**src/sv/ybad_pkg.sv**
```systemverilog
// shared types and constants for the yuyv block-average downscaler
// no dependencies; imported by every module of the block but ybad_ram
package ybad_pkg;

   localparam int MAX_WIDTH = 1024;
   localparam int MAX_SCALE = 16;

   localparam int PIX_W   = 8;
   localparam int SUM_W   = 16;
   localparam int DIM_W   = 11;
   localparam int SCALE_W = 5;
   localparam int COL_W   = $clog2(MAX_WIDTH);
   localparam int PHASE_W = $clog2(MAX_SCALE);
   localparam int CNT_W   = 2 * PHASE_W + 1;
   localparam int REM_W   = CNT_W - 1;
   localparam int DIV_STEPS = SUM_W;
   localparam int STEP_W  = $clog2(DIV_STEPS);

   localparam int CSR_DATA_W = 32;
   localparam int CSR_ADDR_W = 5;

   localparam logic [DIM_W-1:0]   RST_SRC_WIDTH  = DIM_W'(640);
   localparam logic [DIM_W-1:0]   RST_SRC_HEIGHT = DIM_W'(480);
   localparam logic [SCALE_W-1:0] RST_SCALE      = SCALE_W'(2);
   localparam logic [DIM_W-1:0]   RST_DST_WIDTH  = DIM_W'(320);
   localparam logic [DIM_W-1:0]   RST_DST_HEIGHT = DIM_W'(240);

   typedef enum logic [2:0] {
      CSR_SRC_WIDTH  = 3'd0,
      CSR_SRC_HEIGHT = 3'd1,
      CSR_SCALE      = 3'd2,
      CSR_DST_WIDTH  = 3'd3,
      CSR_DST_HEIGHT = 3'd4
   } csr_index_type;

   typedef enum logic [1:0] {
      ST_IDLE   = 2'd0,
      ST_UPDATE = 2'd1,
      ST_DIVIDE = 2'd2,
      ST_EMIT   = 2'd3
   } state_type;

   typedef struct packed {
      logic capture;
      logic update;
      logic div_step;
      logic out_load;
   } cmd_type;

   typedef struct packed {
      logic emit;
      logic out_free;
   } status_type;

   // geometry after clamping
   typedef struct packed {
      logic [DIM_W-1:0]   src_width;
      logic [DIM_W-1:0]   src_height;
      logic [SCALE_W-1:0] scale;
      logic [DIM_W-1:0]   dst_width;
      logic [DIM_W-1:0]   dst_height;
   } geom_type;

endpackage

```
**src/sv/ybad_ctrl.sv**
```systemverilog
// controller: sequences capture, update, divide and result hand-off
// depends on ybad_pkg
module ybad_ctrl
   import ybad_pkg::*;
(
   input  logic       clock,
   input  logic       reset,
   input  logic       in_valid,
   output logic       in_stall,
   input  status_type status,
   output cmd_type    cmd
);

   state_type         state_ff, state_in;
   logic [STEP_W-1:0] step_ff, step_in;

   always_ff @(posedge clock) begin
      if (reset) begin
         state_ff <= ST_IDLE;
         step_ff  <= '0;
      end else begin
         state_ff <= state_in;
         step_ff  <= step_in;
      end
   end

   always_comb begin
      state_in = state_ff;
      step_in  = step_ff;
      cmd      = '0;
      in_stall = 1'b1;
      case (state_ff)
         ST_IDLE: begin
            in_stall    = 1'b0;
            cmd.capture = in_valid;
            if (in_valid) begin
               state_in = ST_UPDATE;
            end
         end
         ST_UPDATE: begin
            cmd.update = 1'b1;
            step_in    = '0;
            state_in   = status.emit ? ST_DIVIDE : ST_IDLE;
         end
         ST_DIVIDE: begin
            cmd.div_step = 1'b1;
            step_in      = step_ff + STEP_W'(1);
            if (step_ff == STEP_W'(DIV_STEPS - 1)) begin
               state_in = ST_EMIT;
            end
         end
         ST_EMIT: begin
            if (status.out_free) begin
               cmd.out_load = 1'b1;
               state_in     = ST_IDLE;
            end
         end
         default: begin
            state_in = ST_IDLE;
         end
      endcase
   end

endmodule

```
**config.mk**
```make
export PLATFORM = sky130hd
export DESIGN_NAME = ybad_ctrl
export DESIGN_NICKNAME = d
export VERILOG_FILES = /design/src/sv/ybad_pkg.sv /design/src/sv/ybad_ctrl.sv
export SDC_FILE = /design/constraint.sdc
export NUM_CORES = 1
export LEC_CHECK = 0
export ABC_AREA = 0
export BUFFER_PORTS_ARGS = -buffer_cell sky130_fd_sc_hd__buf_2
export CORE_AREA = 2 2 39 41
export CTS_CLUSTER_SIZE = 10
export DETAILED_ROUTE_END_ITERATION = 8
export DIE_AREA = 0 0 41 43
export GPL_TIMING_DRIVEN = 0
export HOLD_SLACK_MARGIN = 0.08
export SKIP_CTS_REPAIR_TIMING = 1
export SYNTH_ARGS = -nofsm -noshare
export SYNTH_HDL_FRONTEND = slang
export SYNTH_SLANG_ARGS = --single-unit
```
**constraint.sdc**
```tcl
create_clock -name clock -period 2.1 [get_ports clock]
set_input_delay 0.315 -clock clock [delete_from_list [all_inputs] [get_ports clock]]
set_output_delay 0.315 -clock clock [all_outputs]
set_load 0.05 [all_outputs]
```
# --- Yosys cells after proc, flatten, opt, wreduce, memory -nomap -nowiden ---
# Cells that the tools add are included.
op_classes:
  add_sub_neg: 1
  mux: 12
  reduce_logical: 3
  eq_ne: 7
ops:
  columns: ["op", "count"]
  rows:
  - ["$mux 2", 4]
  - ["$pmux 2 s4", 1]
  - ["$pmux 4 s2", 1]
  - ["$mux 1", 6]
  - ["$ne 2x2->1 const B", 3]
  - ["$add 4x1->4 const B", 1]
  - ["$eq 2x2->1 const B", 2]
  - ["$eq 4x4->1 const B", 1]
  - ["$reduce_and 3->1", 1]
  - ["$eq 2x1->1 const B", 1]
  - ["$logic_not 2->1", 1]
  - ["$reduce_bool 2->1", 1]
totals:
  input_bits: 5
  register_bits: 6
  elab_cells: 25

# --- Longest topological paths before layout ---
# Gate-level depths: netlist of the first run.
depth:
  depth_word: 3
  ltp_mapped: 6
  depth_no_buf: 5

# --- Worst setup path before layout of the first run ---
# OpenSTA, ideal clock, no wires.
synth_path:
  path_kind: "flip-flop to flip-flop"
  from: "reg state_ff[0]"
  to: "reg with a tool-made name"
  path_buffers: 1
  path_slack_ns: 0.417
  arrival_ns: 1.611
  required_ns: 2.028
  period_less_slack_ns: 1.683
  setup_time_ns: 0.072
  path_stages_with_launch: 6
  path_cell_list: "dfxtp_1 inv_1 ha_1 clkbuf_1 a2111oi_2 mux2i_1"
synth_rtl:
  columns: ["item", "line_no", "text"]
  rows:
  - ["start, declared", "ybad_ctrl.sv:14", "state_type state_ff, state_in;"]
  - ["start signal, assigned", "ybad_ctrl.sv:22", "state_ff <= state_in;"]

==> reports/results.txt, run 1 <==
drt first pass iters: 4
drt drc: 0
DR vias: 337
layout cells sized above 1: 24.6%
Hold Path Origin: reset
Clock Skew: 0.00877 ns
total gr overflow: 0
register area share after synthesis: 30.1%
initial antenna violation count: 0
CTS tree: done
worst hold-check path type: in -> reg
Routability Congestion: 0.651
Leakage: 0.221 nW
final WL: 717 µm
Buffers on Ports: 9
maximum level of the CTS H-tree: 1
DR WL/cell: 9.82 µm
hold_ws: 0.333 ns
DRT iter0 DRCs: 4
post-synth cell types: 23
Post-Synthesis Cell Area: 399 µm²
synth warn: 0
vias per cell: 4.62
PwrDens: 669 nW/µm²
Arrival @ worst endpoint: 1.29 ns
Max Cap Viol: 0
syn_area_per_cell: 8.87 µm²
Max Slew Vio Count: 0
RSZ-0062 raised after global routing: false
Initial Utilization: 28.8%
Gate Count Post-Synth: 45
setup violators final: 0
Die Ht: 43 µm
status: complete, no violations
dpl ws: 0.506 ns
Final WS setup: 0.499 ns
vias in the first global route: 252
Final HPWL DP: 558 µm
fmax: 625 MHz
antenna diode count: 0
Core Region: 1380 µm²
Tightest Pin Transition: 0.393 ns
crit path kind: reg -> out
Site Rows: 14
Die Area: 1760 µm²
syn nets: 56
CP max FO: 5
peak supply drop: 0.399 mV
nets: 70
setup_tns: 0 ns
crit path from: state_ff[0]
CP cell instances: inv_1 > ha_1 > and2_1 > buf_2
CTS Sinks: 6
highest-count cells in the layout ignoring fill and taps: 9 x buf_2, 6 x ha_1, 6 x dfxtp_1, 5 x inv_1, 4 x a21oi_1
total CTS buffers: 3
final hold vios: 0
clk_lat worst skew: 0.25 ns
Die Width: 41 µm
Worst Path Required: 1.78 ns
reg2reg start: state_ff[0]
type of origin of the critical path: register
Final Power: 326 µW
flop and latch count out of synthesis: 6
clk root buf: clkbuf_4
most common cell after layout, fill and taps aside: buf_2
I/O pin count: 10
crit path time final: 1.60 ns
maximum clock path buffer count: 2
largest net degree at the start of global routing: 10
Tcrit/Tclk final: 76.2%
Critical Path Max Stage Delay: 0.32 ns
GRT Total Usage: 8.95%
Layout area overhead: 21.9%
CTS clock-pin slew for the worst setup and hold paths: 0.05 ns
first-pass GRT wire length: 1040 µm
Max-slew headroom: 73.8%
CP endpoint kind: output pin
crit path max-delay cell type: dfxtp_1
post-route ant nets: 0
==> critical path, delay by kind of cell (launching register included) <==
| family | cells | cell delay (ns) |
|---|---|---|
| flops | 1 | 0.32 |
| fa+ha+maj | 1 | 0.20 |
| buf+inv | 2 | 0.41 |
| simple gates | 1 | 0.12 |
==> path summary, 6_finish.rpt <==
kind | slack [ns] | depth (start not counted) | end
worst min-delay path | 0.33 | 2 | step_ff[2]
worst min register to register | 0.48 | 2 | step_ff[1]
worst max register to register | 0.52 | 5 | register
worst max-delay path | 0.50 | 4 | cmd[3]
==> per-layer routing <==
layer  global-route usage (%)  vias up  share of wire [%]
met5                        0        -                  0
met1                     12.0      140                 53
met2                     11.6       12                 39
met3                     6.28        0                7.8
met4                     2.00        0                  0
li1                         -      185                  -
==> cell families after synthesis <==
group | after synthesis | synth area share [%]
AO/OA/AOI/OAI | 9 | 16.3
adder cells (fa/ha/maj) | 6 | 18.8
buffers and inverters | 6 | 5.64
multiplexers | 1 | 2.51
flip-flops | 6 | 30.1
AND/OR/NAND/NOR | 17 | 26.6
==> cell usage after synthesis <==
cell type,n,area [µm²]
dfxtp_1,6,120
ha_1,6,75.1
inv_1,5,18.8
a21oi_1,4,20.0
nand3_1,3,15.0
and2_1,2,12.5
nor2_1,2,7.51
nor2b_1,2,12.5
a2111oi_2,1,15.0
a211o_1,1,8.76
a211oi_1,1,7.51
and2b_1,1,7.51
and3b_1,1,8.76
clkbuf_1,1,3.75
mux2i_1,1,10.0
nand2_1,1,3.75
nand2b_1,1,6.26
nand3_2,1,10.0
nand3b_1,1,7.51
nand4b_1,1,8.76
nor4_1,1,6.26
o21ai_0,1,5.00
o32ai_1,1,8.76
==> layout make-up <==
class | count | area (µm²)
inverters | 5 | 18.8
clock buffers | 3 | 22.5
multi-input cells | 33 | 256
flip-flops and latches | 6 | 120
plain buffers | 1 | 3.75
well taps | 16 | 20.0
repair buffers | 9 | 45.0
fillers | 153 | 897
==> where the power goes <==
part	internal [mW]	total [mW]	switching, mW
registers	0.118	0.122	0.00328
logic	0.0299	0.0983	0.0684
clock network	0.0646	0.106	0.0412
==> stage by stage <==
step / instances / cell area (µm²) / utilization, %
after floorplan: 45 / 399 / -
after global placement: 70 / 464 / 33.5
after detailed placement: 70 / 464 / 33.5
after CTS: 73 / 487 / 35.2
after global routing: 73 / 487 / 35.2
final: 73 / 487 / 35.2
Power figures use the tool's default switching activity.
==> inputs of run 2 (changes only) <==
==> constraint.sdc (replaced) <==
create_clock -name clock -period 1.5 [get_ports clock]
set_input_delay 0.225 -clock clock [delete_from_list [all_inputs] [get_ports clock]]
set_output_delay 0.225 -clock clock [all_outputs]
set_load 0.05 [all_outputs]
==> run 2 against run 1 <==
Compared with the run above: register-to-register slack got worse by 0.43 ns; utilization increased by 2.2 points; cell area increased by 6.2%; non-clock buffer count decreased by 1; global-route usage increased by 1.5 points; sequential share of layout area decreased by 0.95 points; largest cell class unchanged; combinational power increased by 55%; clock power increased by 40%; via count increased by 4.7%; setup slack got worse by 0.44 ns; highest routed layer is now met4; sequential power increased by 42%.
==> reports/results.txt, run 2 (synthesis gave the netlist of run 1 again) <==
DR WL/cell: 11.1 µm (was 9.82 µm)
Site Rows: 14 (unchanged)
drt first pass iters: 2 (was 4)
layout cells sized above 1: 32.1% (was 24.6%)
Max Cap Viol: 0 (unchanged)
fmax: 694 MHz
Final Power: 473 µW (was 326 µW)
largest net degree at the start of global routing: 10 (unchanged)
first-pass GRT wire length: 1170 µm (was 1040 µm)
Core Region: 1380 µm² (unchanged)
Critical Path Max Stage Delay: 0.33 ns (was 0.32 ns)
setup violators final: 0 (unchanged)
Layout area overhead: 29.5% (was 21.9%)
Max Slew Vio Count: 0 (unchanged)
PwrDens: 915 nW/µm² (was 669 nW/µm²)
Buffers on Ports: 9 (unchanged)
maximum clock path buffer count: 2 (unchanged)
highest-count cells in the layout ignoring fill and taps: 8 x buf_2, 5 x ha_1, 4 x inv_1, 4 x a21oi_1, 4 x dfxtp_1 (was 9 x buf_2, 6 x ha_1, 6 x dfxtp_1, 5 x inv_1, 4 x a21oi_1)
CTS Sinks: 6 (unchanged)
Clock Skew: 0.00562 ns (was 0.00877 ns)
GRT Total Usage: 10.4% (was 8.95%)
RSZ-0062 raised after global routing: false (unchanged)
nets: 69 (was 70)
DR vias: 353 (was 337)
Placed Cells incl. Taps: 70 (unchanged)
Routability Congestion: 0.698 (was 0.651)
crit path max-delay cell type: dfxtp_2 (was dfxtp_1)
Max-slew headroom: 78.5% (was 73.8%)
CTS clock-pin slew for the worst setup and hold paths: 0.05 ns (about the same)
Final HPWL DP: 609 µm (was 558 µm)
fillers: 153 (unchanged)
CTS tree: done (unchanged)
Die Area: 1760 µm² (unchanged)
peak supply drop: 0.349 mV (was 0.399 mV)
CP top delay family: buffers and inverters (unchanged)
initial antenna violation count: 0 (unchanged)
Die Ht: 43 µm (unchanged)
area of placed instances: 477 µm² (was 464 µm²)
setup_tns: 0 ns (unchanged)
Initial Utilization: 28.8% (unchanged)
Tcrit/Tclk final: 96.0%
CP endpoint kind: output pin (unchanged)
status: complete, no violations (unchanged)
DRT iter0 DRCs: 2 (was 4)
Worst Path Required: 1.27 ns (was 1.78 ns)
clk root buf: clkbuf_4 (unchanged)
final WL: 802 µm (was 717 µm)
Tightest Pin Transition: 0.322 ns (was 0.393 ns)
type of origin of the critical path: register (unchanged)
final instance area: 517 µm² (was 487 µm²)
crit path time final: 1.44 ns
CP max FO: 10 (was 5)
I/O pin count: 10 (unchanged)
antenna diode count: 0 (unchanged)
Leakage: 0.223 nW (was 0.221 nW)
worst hold-check path type: in -> reg (unchanged)
drt drc: 0 (unchanged)
most common cell after layout, fill and taps aside: buf_2 (unchanged)
Buf/Inv on CP: 2 (unchanged)
final hold vios: 0 (unchanged)
total CTS buffers: 3 (unchanged)
Finished Layout Cells: 72 (was 73)
clk_lat worst skew: 0.24 ns (was 0.25 ns)
post-route ant nets: 0 (unchanged)
vias in the first global route: 290 (was 252)
vias per cell: 4.90 (was 4.62)
crit path kind: reg -> out (unchanged)
Die Width: 41 µm (unchanged)
total gr overflow: 0 (unchanged)
CP cell instances: inv_2 > ha_4 > buf_2 (was inv_1 > ha_1 > and2_1 > buf_2)
fin util: 37.3% (was 35.2%)
Arrival @ worst endpoint: 1.22 ns (was 1.29 ns)
maximum level of the CTS H-tree: 1 (unchanged)
-- run 2: cell types whose count changed in the layout (fill, tap and decap cells not counted), sizes merged --
cell    change
clkbuf      -1
-- run 2: path summary, 6_finish.rpt --
| path | start | end | slack [ns] | cells after the start |
|---|---|---|---|---|
| worst max register to register | state_ff[0] | state_ff[0] | 0.09 | 5 |
| worst max-delay path | state_ff[0] | cmd[1] | 0.06 | 3 |
| worst min register to register | step_ff[1] | step_ff[1] | 0.49 | 2 |
| worst min-delay path | status[1] | register | 0.26 | 3 |
-- run 2: tightest hold or removal path: stages --
cell	delay [ns]
buf_2	0.10
nand3b_1	0.07
mux2i_1	0.06
-- run 2: area by class of cell --
type	count	area [µm²]	area share (%)
Inverter	5	18.8	3.63
Sequential cell	6	123	23.7
Clock buffer	3	22.5	4.36
Multi-Input combinational cell	33	282	54.5
Tap cell	16	20.0	3.87
Timing Repair Buffer	9	51.3	9.93
-- run 2: where the power goes --
part | switching [mW] | total [mW] | internal [mW]
clock network | 0.0575 | 0.148 | 0.0905
registers | 0.00587 | 0.173 | 0.167
logic | 0.102 | 0.152 | 0.0500
-- run 2: layer usage --
layer / GRT usage [%] / share of wire [%]
met2: 13.4 / 44
met1: 12.8 / 51
met5: 0 / 0
met4: 4.00 / 0.75
met3: 7.85 / 3.9
-- run 2: through the flow --
step / hold slack [ns] / worst slack, ns
3_5_place_dp: 0.482 / -0.125
3_3_place_gp: 0.474 / -0.103
2_1_floorplan: 0.294 / 0.0161
5_1_grt: 0.253 / 0.00104
4_1_cts: 0.249 / -0.129
6_report: 0.255 / 0.0594
